## src/hw/rtl/alu8_pkg.sv

```systemverilog
// Shared types, operation codes and constants for the 8-bit flag ALU.
package alu8_pkg;

    localparam int unsigned BCD_MAX    = 99;
    localparam int unsigned BCD_MOD    = 100;
    localparam int unsigned BCD_RADIX  = 10;
    localparam int unsigned TENS_RECIP = 205;   // floor(x*205/2048) == x/10 for x < 100
    localparam int unsigned TENS_SHIFT = 11;

    typedef enum logic [3:0] {
        FUNC_ADC     = 4'd0,
        FUNC_AND     = 4'd1,
        FUNC_EOR     = 4'd2,
        FUNC_ORA     = 4'd3,
        FUNC_CMP     = 4'd4,
        FUNC_BIT     = 4'd5,
        FUNC_BIT_IMM = 4'd6,
        FUNC_ASL     = 4'd7,
        FUNC_LSR     = 4'd8,
        FUNC_ROL     = 4'd9,
        FUNC_ROR     = 4'd10,
        FUNC_DEC     = 4'd11,
        FUNC_PASS    = 4'd12
    } t_func;

    typedef struct packed {
        logic [3:0] func;
        logic [7:0] acc;
        logic [7:0] operand;
        logic       carry_in;
        logic       overflow_in;
        logic       negative_in;
        logic       decimal_mode;
    } t_alu_in;

    typedef struct packed {
        logic [7:0] result;
        logic       negative;
        logic       overflow;
        logic       zero;
        logic       carry;
    } t_alu_out;

endpackage

```

## src/hw/rtl/alu8_flags_bcd_add_core.sv

```systemverilog
// 8-bit ALU with N/V/Z/C flags and packed BCD add: input register, ALU, result register.
// Each item passes through two registers: it is captured in the input register when it is
// accepted, and its ALU result is captured in the result register when that register can
// take it, so the result is registered and the block takes one item every cycle unless the
// output stalls. The result register is refilled in the same cycle it is emptied; while a
// result waits, the input register still takes one more item, and o_in_ready drops only
// when both are full and the output is stalled. Reset clears both valid flags.
module alu8_flags_bcd_add_core (
    input  logic                i_clk,
    input  logic                i_rst_n,
    input  logic                i_in_valid,
    output logic                o_in_ready,
    input  alu8_pkg::t_alu_in   i_in_data,
    output logic                o_out_valid,
    input  logic                i_out_ready,
    output alu8_pkg::t_alu_out  o_out_data
);

    logic               r_s1_valid;
    alu8_pkg::t_alu_in  r_s1;
    logic               r_out_valid;
    alu8_pkg::t_alu_out r_out;
    alu8_pkg::t_alu_out n_out;

    logic       out_ready;
    logic       s1_ready;

    logic [7:0] a;
    logic [7:0] m;
    logic       cin;
    logic [8:0] bin_sum;
    logic [7:0] bin_res;
    logic       sum_ovf;
    logic [7:0] dec_a;
    logic [7:0] dec_m;
    logic [8:0] dec_sum;
    logic [6:0] dec_mod;
    logic [14:0] tens_prod;
    logic [3:0] tens;
    logic [3:0] ones;
    logic [7:0] diff;
    logic [7:0] res;

    assign out_ready  = !r_out_valid || i_out_ready;
    assign s1_ready   = !r_s1_valid || out_ready;
    assign o_in_ready = s1_ready;
    assign o_out_valid = r_out_valid;
    assign o_out_data  = r_out;

    assign a   = r_s1.acc;
    assign m   = r_s1.operand;
    assign cin = r_s1.carry_in;

    // binary add and signed overflow
    assign bin_sum = {1'b0, a} + {1'b0, m} + {8'd0, cin};
    assign bin_res = bin_sum[7:0];
    assign sum_ovf = (a[7] ^ bin_res[7]) & (m[7] ^ bin_res[7]);

    // decimal add: weight nibbles, reduce mod 100, re-encode
    assign dec_a   = {1'b0, a[7:4], 3'b000} + {3'b000, a[7:4], 1'b0} + {4'd0, a[3:0]};
    assign dec_m   = {1'b0, m[7:4], 3'b000} + {3'b000, m[7:4], 1'b0} + {4'd0, m[3:0]};
    assign dec_sum = {1'b0, dec_a} + {1'b0, dec_m} + {8'd0, cin};

    always_comb begin
        if (dec_sum >= 9'(3 * alu8_pkg::BCD_MOD)) begin
            dec_mod = 7'(dec_sum - 9'(3 * alu8_pkg::BCD_MOD));
        end else if (dec_sum >= 9'(2 * alu8_pkg::BCD_MOD)) begin
            dec_mod = 7'(dec_sum - 9'(2 * alu8_pkg::BCD_MOD));
        end else if (dec_sum >= 9'(alu8_pkg::BCD_MOD)) begin
            dec_mod = 7'(dec_sum - 9'(alu8_pkg::BCD_MOD));
        end else begin
            dec_mod = dec_sum[6:0];
        end
    end

    assign tens_prod = {8'd0, dec_mod} * 15'(alu8_pkg::TENS_RECIP);
    assign tens      = tens_prod[alu8_pkg::TENS_SHIFT +: 4];
    assign ones      = 4'(dec_mod - 7'({3'd0, tens} * 7'(alu8_pkg::BCD_RADIX)));

    assign diff = a - m;

    always_comb begin
        res            = m;
        n_out.result   = m;
        n_out.overflow = r_s1.overflow_in;
        n_out.carry    = cin;
        n_out.negative = m[7];
        n_out.zero     = (m == 8'd0);
        case (alu8_pkg::t_func'(r_s1.func))
            alu8_pkg::FUNC_ADC: begin
                n_out.overflow = sum_ovf;
                if (r_s1.decimal_mode) begin
                    res         = {tens, ones};
                    n_out.carry = (dec_sum > 9'(alu8_pkg::BCD_MAX));
                end else begin
                    res         = bin_res;
                    n_out.carry = bin_sum[8];
                end
            end
            alu8_pkg::FUNC_AND: res = a & m;
            alu8_pkg::FUNC_EOR: res = a ^ m;
            alu8_pkg::FUNC_ORA: res = a | m;
            alu8_pkg::FUNC_ASL: begin
                res         = {m[6:0], 1'b0};
                n_out.carry = m[7];
            end
            alu8_pkg::FUNC_LSR: begin
                res         = {1'b0, m[7:1]};
                n_out.carry = m[0];
            end
            alu8_pkg::FUNC_ROL: begin
                res         = {m[6:0], cin};
                n_out.carry = m[7];
            end
            alu8_pkg::FUNC_ROR: begin
                res         = {cin, m[7:1]};
                n_out.carry = m[0];
            end
            alu8_pkg::FUNC_DEC: res = m - 8'd1;
            default:            res = m;
        endcase

        n_out.result   = res;
        n_out.negative = res[7];
        n_out.zero     = (res == 8'd0);

        case (alu8_pkg::t_func'(r_s1.func))
            alu8_pkg::FUNC_CMP: begin
                n_out.result   = a;
                n_out.negative = diff[7];
                n_out.zero     = (diff == 8'd0);
                n_out.carry    = (a >= m);
            end
            alu8_pkg::FUNC_BIT: begin
                n_out.result   = a;
                n_out.negative = m[7];
                n_out.overflow = m[6];
                n_out.zero     = ((a & m) == 8'd0);
            end
            alu8_pkg::FUNC_BIT_IMM: begin
                n_out.result   = a;
                n_out.negative = r_s1.negative_in;
                n_out.zero     = ((a & m) == 8'd0);
            end
            default: begin
            end
        endcase
    end

    always_ff @(posedge i_clk) begin
        if (!i_rst_n) begin
            r_s1_valid  <= 1'b0;
            r_out_valid <= 1'b0;
        end else begin
            if (s1_ready) begin
                r_s1_valid <= i_in_valid;
            end
            if (out_ready) begin
                r_out_valid <= r_s1_valid;
            end
        end
    end

    always_ff @(posedge i_clk) begin
        if (s1_ready && i_in_valid) begin
            r_s1 <= i_in_data;
        end
        if (out_ready && r_s1_valid) begin
            r_out <= n_out;
        end
    end

endmodule

```

## config.mk

```make
export PLATFORM = sky130hd
export DESIGN_NAME = alu8_flags_bcd_add_core
export DESIGN_NICKNAME = d
export VERILOG_FILES = /design/src/hw/rtl/alu8_pkg.sv /design/src/hw/rtl/alu8_flags_bcd_add_core.sv
export SDC_FILE = /design/constraint.sdc
export NUM_CORES = 1
export LEC_CHECK = 0
export BUFFER_PORTS_ARGS = -buffer_cell sky130_fd_sc_hd__buf_2
export CORE_MARGIN = 8
export CORE_UTILIZATION = 40
export CTS_BUF_LIST = sky130_fd_sc_hd__clkbuf_2 sky130_fd_sc_hd__clkbuf_4 sky130_fd_sc_hd__clkbuf_8
export DETAILED_ROUTE_END_ITERATION = 7
export GPL_ROUTABILITY_DRIVEN = 0
export HOLD_SLACK_MARGIN = 0.1
export PLACE_DENSITY_LB_ADDON = 0.2
export RECOVER_POWER = 50
export SYNTH_ARGS = -nofsm -noshare
export SYNTH_HDL_FRONTEND = slang
export SYNTH_SLANG_ARGS = --single-unit
```

## constraint.sdc

```tcl
create_clock -name i_clk -period 8.9 [get_ports i_clk]
set_input_delay 0.89 -clock i_clk [delete_from_list [all_inputs] [get_ports i_clk]]
set_output_delay 0.89 -clock i_clk [all_outputs]
set_load 0.05 [all_outputs]
```

== Word level (Yosys, flattened, before mapping) ==
Cells that the tools add are included.

* Order comparisons: 5
* Muxes and demuxes: 12
* Multiply operators: 2
* Reductions and logical operators: 13
* Bitwise gates (word level): 6
* Equal/unequal tests: 11
* Add/subtract/negate cells: 14

{| class="wikitable"
|+ Operator list
! kind !! count
|-
| $pmux W8 S9 || 1
|-
| $pmux W9 S3 || 1
|-
| $logic_not A8 Y1 || 3
|-
| $mux W7 || 3
|-
| $add A8 B8 Y9 || 2
|-
| $add A9 B1 Y9 || 2
|-
| $add A7 B5 Y8 || 2
|-
| $add A8 B4 Y8 || 2
|-
| $eq A4 B3 Y1 const B || 4
|-
| $eq A4 B4 Y1 const B || 4
|-
| $mul A7 B8 Y15 const B || 1
|-
| $sub A7 B7 Y7 const B || 2
|-
| $ge A9 B7 Y1 const B || 1
|-
| $ge A9 B8 Y1 const B || 1
|-
| $ge A9 B9 Y1 const B || 1
|-
| $gt A9 B7 Y1 const B || 1
|-
| $and A8 B8 Y8 || 1
|-
| $eq A4 B2 Y1 const B || 2
|-
| $ge A8 B8 Y1 || 1
|-
| $mux W8 || 1
|-
| $or A8 B8 Y8 || 1
|-
| $sub A8 B1 Y8 const B || 1
|-
| $sub A8 B8 Y8 || 1
|-
| $xor A8 B8 Y8 || 1
|-
| 14 further kinds || 23
|}

* Output and inout bits: 14
* Input bits: 28
* Register bits after elaboration: 38
* Logic and storage cells: 77

== Longest topological paths before layout ==
Gate-level depths: netlist (run 1).

* Depth in word-level cells: 15
* Depth in mapped cells: 39
* Depth with buffers taken out: 39

== Least setup slack after synthesis (run 1) ==
No wires, ideal clock.

* Path kind: reg2reg
* From: register r_s1, in the netlist m[5]
* To: register r_out, in the netlist o_out_data[7] (data pin)
* Data arrival time: 8.723 ns
* Required time: 8.640 ns
* Path buffers: 2
* Cell stages (with the launch flop): 34
* Library setup time: 0.260 ns
* Setup slack: -0.083 ns
* Period minus slack after synthesis: 8.983 ns
* Cells stage by stage: edfxtp_1 -> inv_1 -> fa_1 -> inv_1 -> fa_1 -> fa_1 -> inv_1 -> fa_1 -> clkbuf_1 -> a21boi_0 -> a21oi_1 -> o31a_1 -> buf_2 -> a221o_1 -> xnor2_1 -> ha_1 -> inv_1 -> fa_1 -> inv_1 -> ha_1 -> ha_1 -> ha_1 -> a21o_1 -> a21o_1 -> a221o_1 -> and2b_4 -> xnor2_1 -> ha_1 -> fa_1 -> xnor2_1 -> xnor3_1 -> nor4_2 -> nor3b_2 -> mux2_2

{| class="wikitable"
|+ RTL lines
! element !! line !! text
|-
| from (decl) || alu8_flags_bcd_add_core.sv:20 || <nowiki>alu8_pkg::t_alu_in r_s1;</nowiki>
|-
| from (signal assigned) || alu8_flags_bcd_add_core.sv:166 || <nowiki>r_s1 <= i_in_data;</nowiki>
|-
| to (signal assigned) || alu8_flags_bcd_add_core.sv:169 || <nowiki>r_out <= n_out;</nowiki>
|-
| to (decl) || alu8_flags_bcd_add_core.sv:22 || <nowiki>alu8_pkg::t_alu_out r_out;</nowiki>
|}

==> results of run 1 <==
==> per-layer routing <==
layer,GRT usage [%],part of all wire (%),vias up
li1,-,-,2178
met1,22.61,44,2202
met2,28.38,46,247
met3,4.285,7.8,37
met4,5.388,2.4,0
met5,0,0,-
==> final timing paths <==
path,endpoint,slack [ns],startpoint
hold / removal,o_out_valid,0.54,r_s1_valid
setup / recovery,o_out_data[1],-0.13,m[5]
hold reg to reg,o_out_valid,0.54,r_s1_valid
setup reg to reg,o_out_data[1],-0.13,m[5]
==> cells in the mapped netlist, types with 4 or more instances <==
cell type	n	area (µm²)
a221oi_1	5	43.79
nor3_1	12	60.06
o21bai_1	8	60.06
clkbuf_1	13	48.80
o31ai_1	6	45.04
a21oi_1	40	200.2
nand3_1	9	45.04
nand2b_1	4	25.02
a221o_1	4	40.04
nor2b_1	5	31.28
ha_1	78	975.9
edfxtp_1	36	1081
a31oi_1	6	37.54
o21ai_0	17	85.08
nand2_1	30	112.6
fa_1	24	480.5
xnor2_1	22	192.7
inv_1	66	247.7
xor2_1	9	78.83
nor2_1	39	146.4
==> registers in the layout, indices dropped and copies added (netlist names) <==
register     count
a                8
r_s1             7
cin              1
o_out_data      12
o_out_valid      1
m                8
r_s1_valid       1
==> metrics by stage <==
step / util (%) / TNS [ns] / hold WS, ns / std cells
floorplan: - / 0 / 0.4768 / 528
global placement: 46.98 / -0.01466 / 0.4874 / 771
detailed placement: 46.98 / -0.4328 / 0.5293 / 771
CTS: 51.90 / -0.05034 / 0.5461 / 818
global route: 53.59 / -0.9472 / 0.5722 / 829
finish: 53.59 / -0.2274 / 0.5425 / 829
==> final cells by class <==
cell class	count	share of cell area, %
multi-input combinational	408	59.19
sequential	38	17.34
timing repair buffer	140	14.56
inverter	67	3.891
tap	168	3.252
clock buffer	7	1.297
clock inverter	1	0.4646
==> cell usage in the layout, fill, tap and decap left out, types with 11 or more instances in the layout <==
cell,count
buf_4,96
ha_1,68
inv_1,55
nor2_1,38
edfxtp_1,36
a21oi_1,34
nand2_1,30
buf_2,26
fa_1,21
xnor2_1,18
clkbuf_1,15
o21ai_0,13
inv_2,12
nor3_1,11
==> cell families after synthesis <==
kind of cell	after synthesis	share of synthesized area [%]
AOI/OAI and AO/OA	140	20.90
xor gates and xnor gates	34	6.604
adders and majority gates	102	29.45
buffers and inverters	83	6.478
DFF	38	22.67
muxes	6	1.290
and+or+nand+nor	125	12.60
==> worst max-delay path, delay by kind of cell (launching register included) <==
family	cells	cell delay [ns]
adder cells (fa/ha/maj)	7	3.06
AO/OA/AOI/OAI	11	2.12
XOR/XNOR	1	0.08
buffers and inverters	26	2.98
AND/OR/NAND/NOR	1	0.20
flip-flops	1	0.37
==> what timing repair did <==
action	4_1_cts	5_1_grt
setup buffers	39	10
pin swaps	35	30
gates resized for setup	41	26
endpoints found under the setup margin	2	4
gates cloned	0	1
==> flow_metrics.tcl, run 1 <==
set metrics [dict create \
    yosysSeqAreaShare_pct 22.67 \
    portBuffers 41 \
    vias 4664 \
    fillers 1073 \
    period_share_pct 101.5 \
    crit_path_max_fanout 5 \
    regArea_um2 1121 \
    syn_nets 658 \
    min_period_ns 9.033 \
    num_io_pins 42 \
    coreArea_um2 12060 \
    start_kind "register" \
    worst_slew_pin_slew_ns 1.195 \
    rows 40 \
    syn_area_um2 4945 \
    grt_pass1_wl_mm 22.87 \
    avgViaCountPerCell 5.626 \
    hold_violations 0 \
    multi_input_area_um2 3826 \
    syn_inst 528 \
    clk_pin_slew_ns 0.07 \
    cts_tree "yes" \
    crit_slowest_cell "fa_1" \
    clock_path_buffers 2 \
    layout.nets 790 \
    final_max_slew_viol_count 0 \
    start_util_pct 41.00 \
    async_reset_ff_share_pct 0 \
    placed_area_um2 5667 \
    avgRoutedWirePerCell_um 17.90 \
    rsz0062_at_grt "yes" \
    die_w_um 127.2 \
    setup-violations-final 2 \
    drc 0 \
    drt_pass1_iterations 6 \
    slew_headroom_pct 20.31 \
    min_path_type "register to register" \
    h-tree-depth 2 \
    cts_buffers 5 \
    cts_sinks 38 \
    antenna_cells 0 \
    ys_types 75 \
    antenna_found_initial 0 \
    slowest_delay_ns 0.59 \
    worstRegToRegCells 46 \
    violations "negative setup slack" \
    setup_slack_ns -0.1327 \
    ys_ff_latch 38 \
    post_synth.cell_area_avg_um2 9.365 \
    fmax_mhz 110.7 \
    status "finished, violations left" \
    worstPathRequired_ns 9.01 \
    ys.flop_type "edfxtp_1" \
    grtUsageTotal_pct 17.55 \
    grt_pass1_vias 4596 \
    synth_edf_count 36 \
    whs_path_depth 1 \
    drtAntennaViolNets 0 \
    drive_gt1_share_pct 30.86 \
    skew_ns 0.005389 \
    crit_top_cell "buf_4" \
    grt_max_degree 25 \
    cp-end-kind "register" \
    hold_buffers 0 \
    cap_violations 0 \
    die_h_um 127.2 \
    insertion_delay_ns 0.30 \
    dieArea_um2 16180 \
    crit_arrival_ns 9.14 \
    syn_to_final_growth_pct 30.72 \
    stdcell_area_um2 6464 \
    dp_hpwl_mm 10.93 \
    ys_warn_count 0 \
    clockRootBuffer "clkbuf_8" \
    routed_wl_mm 14.84 \
    criticalPathCategory "register to register" \
    drt-initial-drc-count 403 \
    pre_cts_ws_ns -0.2432 \
    gr-total-overflow 0 \
]
Power of run 1 is left out: the tool's default activity adds up to more than one toggle a clock period on the data nets, which glitch-free logic cannot reach.
==> run 2, diff against run 1 <==
--- a/config.mk
+++ b/config.mk
@@ -5,10 +5,11 @@
 export SDC_FILE = /design/constraint.sdc
 export NUM_CORES = 1
 export LEC_CHECK = 0
+export ABC_AREA = 1
 export BUFFER_PORTS_ARGS = -buffer_cell sky130_fd_sc_hd__buf_2
 export CORE_MARGIN = 8
 export CORE_UTILIZATION = 40
-export CTS_BUF_LIST = sky130_fd_sc_hd__clkbuf_2 sky130_fd_sc_hd__clkbuf_4 sky130_fd_sc_hd__clkbuf_8
+export CTS_CLUSTER_DIAMETER = 50
 export DETAILED_ROUTE_END_ITERATION = 7
 export GPL_ROUTABILITY_DRIVEN = 0
 export HOLD_SLACK_MARGIN = 0.1
==> flow_metrics.tcl, run 2 <==
set metrics [dict create \
    crit_arrival_ns 8.63 \
    min_path_type "register to register" \
    min_to "o_out_valid" \
    rows 41 \
    critical_path_buf_inv_count 11 \
    synth_largest_area_cell "edfxtp_1" \
    syn_inst 644 \
    cts_buffers 5 \
    cts_tree "yes" \
    whs_path_depth 2 \
    netlist.area_leader.share_pct 21.48 \
    worst_slew_pin_slew_ns 1.189 \
    r2r_end "o_out_data[1]" \
    async_reset_ff_share_pct 0 \
    drt_pass1_iterations 8 \
    antenna_found_initial 0 \
    final_max_slew_viol_count 0 \
    synth_edf_count 36 \
    antenna_cells 0 \
    vias 4736 \
    synth_most_common_cell "inv_1" \
    criticalPathCategory "register to register" \
    crit_top_cell "inv_1" \
    ys_warn_count 0 \
    layout.nets 853 \
    cp-end-kind "register" \
    skew_ns 0.008498 \
    ys_ff_latch 38 \
    largest_reg_flops 12 \
    worstPathRequired_ns 9.06 \
    coreArea_um2 12470 \
    fmax_mhz 118.0 \
    hold_violations 0 \
    die_w_um 128.2 \
    ys_types 46 \
    drtAntennaViolNets 0 \
    cp_num_cells 50 \
    period_share_pct 95.19 \
    insertion_delay_ns 0.28 \
    avgRoutedWirePerCell_um 15.78 \
    post_synth.cell_area_avg_um2 7.814 \
    cts_sinks 38 \
    start_util_pct 40.37 \
    syn_area_um2 5032 \
    clock_path_buffers 2 \
    clockRootBuffer "clkbuf_16" \
    slew_headroom_pct 20.74 \
    grt_max_degree 25 \
    yosysSeqAreaShare_pct 22.28 \
    timing.rr.start "a[4]" \
    worstHoldStart "r_s1_valid" \
    drc 0 \
    setup-violations-final 0 \
    grt_pass1_vias 4676 \
    avgViaCountPerCell 5.286 \
    min_period_ns 8.472 \
    synth_common_cells "121 x inv_1, 104 x nand2_1, 78 x ha_1" \
    drt-initial-drc-count 593 \
    critPathTopFamily "adder cells" \
    die_h_um 128.2 \
    num_io_pins 42 \
    fillers 1207 \
    worstRegToRegCells 50 \
    synth_area_leaders "edfxtp_1 21%, ha_1 19%, fa_1 9.5%" \
    status "finished clean" \
    layout_commonest_cell "inv_1" \
    dieArea_um2 16430 \
    placed_area_um2 5539 \
    crit_path_max_fanout 5 \
    routed_wl_mm 14.14 \
    cap_violations 0 \
    dp_hpwl_mm 11.25 \
    stdcell_area_um2 6070 \
    drive_gt1_share_pct 20.86 \
    syn_to_final_growth_pct 20.61 \
    grtUsageTotal_pct 16.95 \
    regToRegSetupSlack_ns 0.43 \
    gr-total-overflow 0 \
    grt_pass1_wl_mm 22.40 \
    clk_pin_slew_ns 0.06 \
    ys.flop_type "edfxtp_1" \
    start_kind "register" \
    crit_slowest_cell "fa_2" \
    final_cell_mix "114 x inv_1, 96 x nand2_1, 63 x ha_1" \
    h-tree-depth 2 \
    portBuffers 41 \
    syn_nets 774 \
    slowest_delay_ns 0.63 \
]
==> run 2: cell count changes after synthesis, moves of 12 or more <==
| cell | previous run | this run |
|---|---|---|
| nor2_1 | 39 | 53 |
| xnor2_1 | 22 | 1 |
| clkbuf_1 | 13 | 1 |
| nand3_1 | 9 | 32 |
| inv_1 | 66 | 121 |
| nand2_1 | 30 | 104 |
| nand2_2 | 0 | 13 |
==> run 2: kinds of logic (layout without fill, tap and decap cells) <==
kind of cell	count (synthesis)	in the layout	synth area share [%]
XOR/XNOR	12	12	2.088
flip-flops	38	38	22.28
AO/OA/AOI/OAI	117	117	14.45
adder cells (fa/ha/maj)	102	102	28.94
AND/OR/NAND/NOR	241	241	22.13
buffers and inverters	134	214	10.12
==> run 2: timing repair <==
action	in CTS	in global routing
endpoints found under the setup margin	0	4
hold buffers	0	0
buffers inserted	0	20
resized for setup	0	53
==> run 2: layer usage <==
layer  global-route usage (%)  vias to the layer above  wire (µm)
met2                    26.48                      210       6377
met1                    23.09                     2188       6525
met4                    4.615                        0        282
met3                    3.411                       27        954
met5                   0.9772                        -          0
li1                         -                     2311          -
==> run 2: tightest hold or removal path, cell delays in order, from the launching register on <==
cell	delay, ns
dfxtp_1	0.30
inv_1	0.06
a21oi_1	0.06
==> run 2: worst max-delay path by stage <==
stage,startpoint,endpoint,slack [ns]
2_1_floorplan,m[5],o_out_data[1],0.55
3_3_place_gp,a[7],o_out_data[1],0.27
3_5_place_dp,a[7],o_out_data[1],0.03
4_1_cts,a[7],o_out_data[1],0.004
5_1_grt,a[3],o_out_data[1],-0.13
6_report,a[4],o_out_data[1],0.43
==> run 2: through the flow <==
| step | util [%] | hold slack, ns | TNS (ns) | std cells | setup slack, ns |
|---|---|---|---|---|---|
| 2_1_floorplan | - | 0.4473 | 0 | 644 | 0.5462 |
| 3_3_place_gp | 44.43 | 0.4494 | 0 | 868 | 0.2659 |
| 3_5_place_dp | 44.43 | 0.4672 | 0 | 868 | 0.03251 |
| 4_1_cts | 45.57 | 0.4745 | 0 | 876 | 0.004094 |
| 5_1_grt | 48.69 | 0.5117 | -0.1310 | 896 | -0.1310 |
| 6_report | 48.69 | 0.4727 | 0 | 896 | 0.4281 |
==> run 2: area by class of cell <==
class                           instances  area (µm²)  share of cell area (%)
Clock buffer                            5       125.1                   2.061
Clock inverter                          3       16.27                  0.2680
Inverter                              132       498.0                   8.205
Multi-Input combinational cell        472        3657                   60.26
Sequential cell                        38        1121                   18.47
Tap cell                              172       215.2                   3.546
Timing Repair Buffer                   74       436.7                   7.194
Power of run 2 is left out for the same reason.
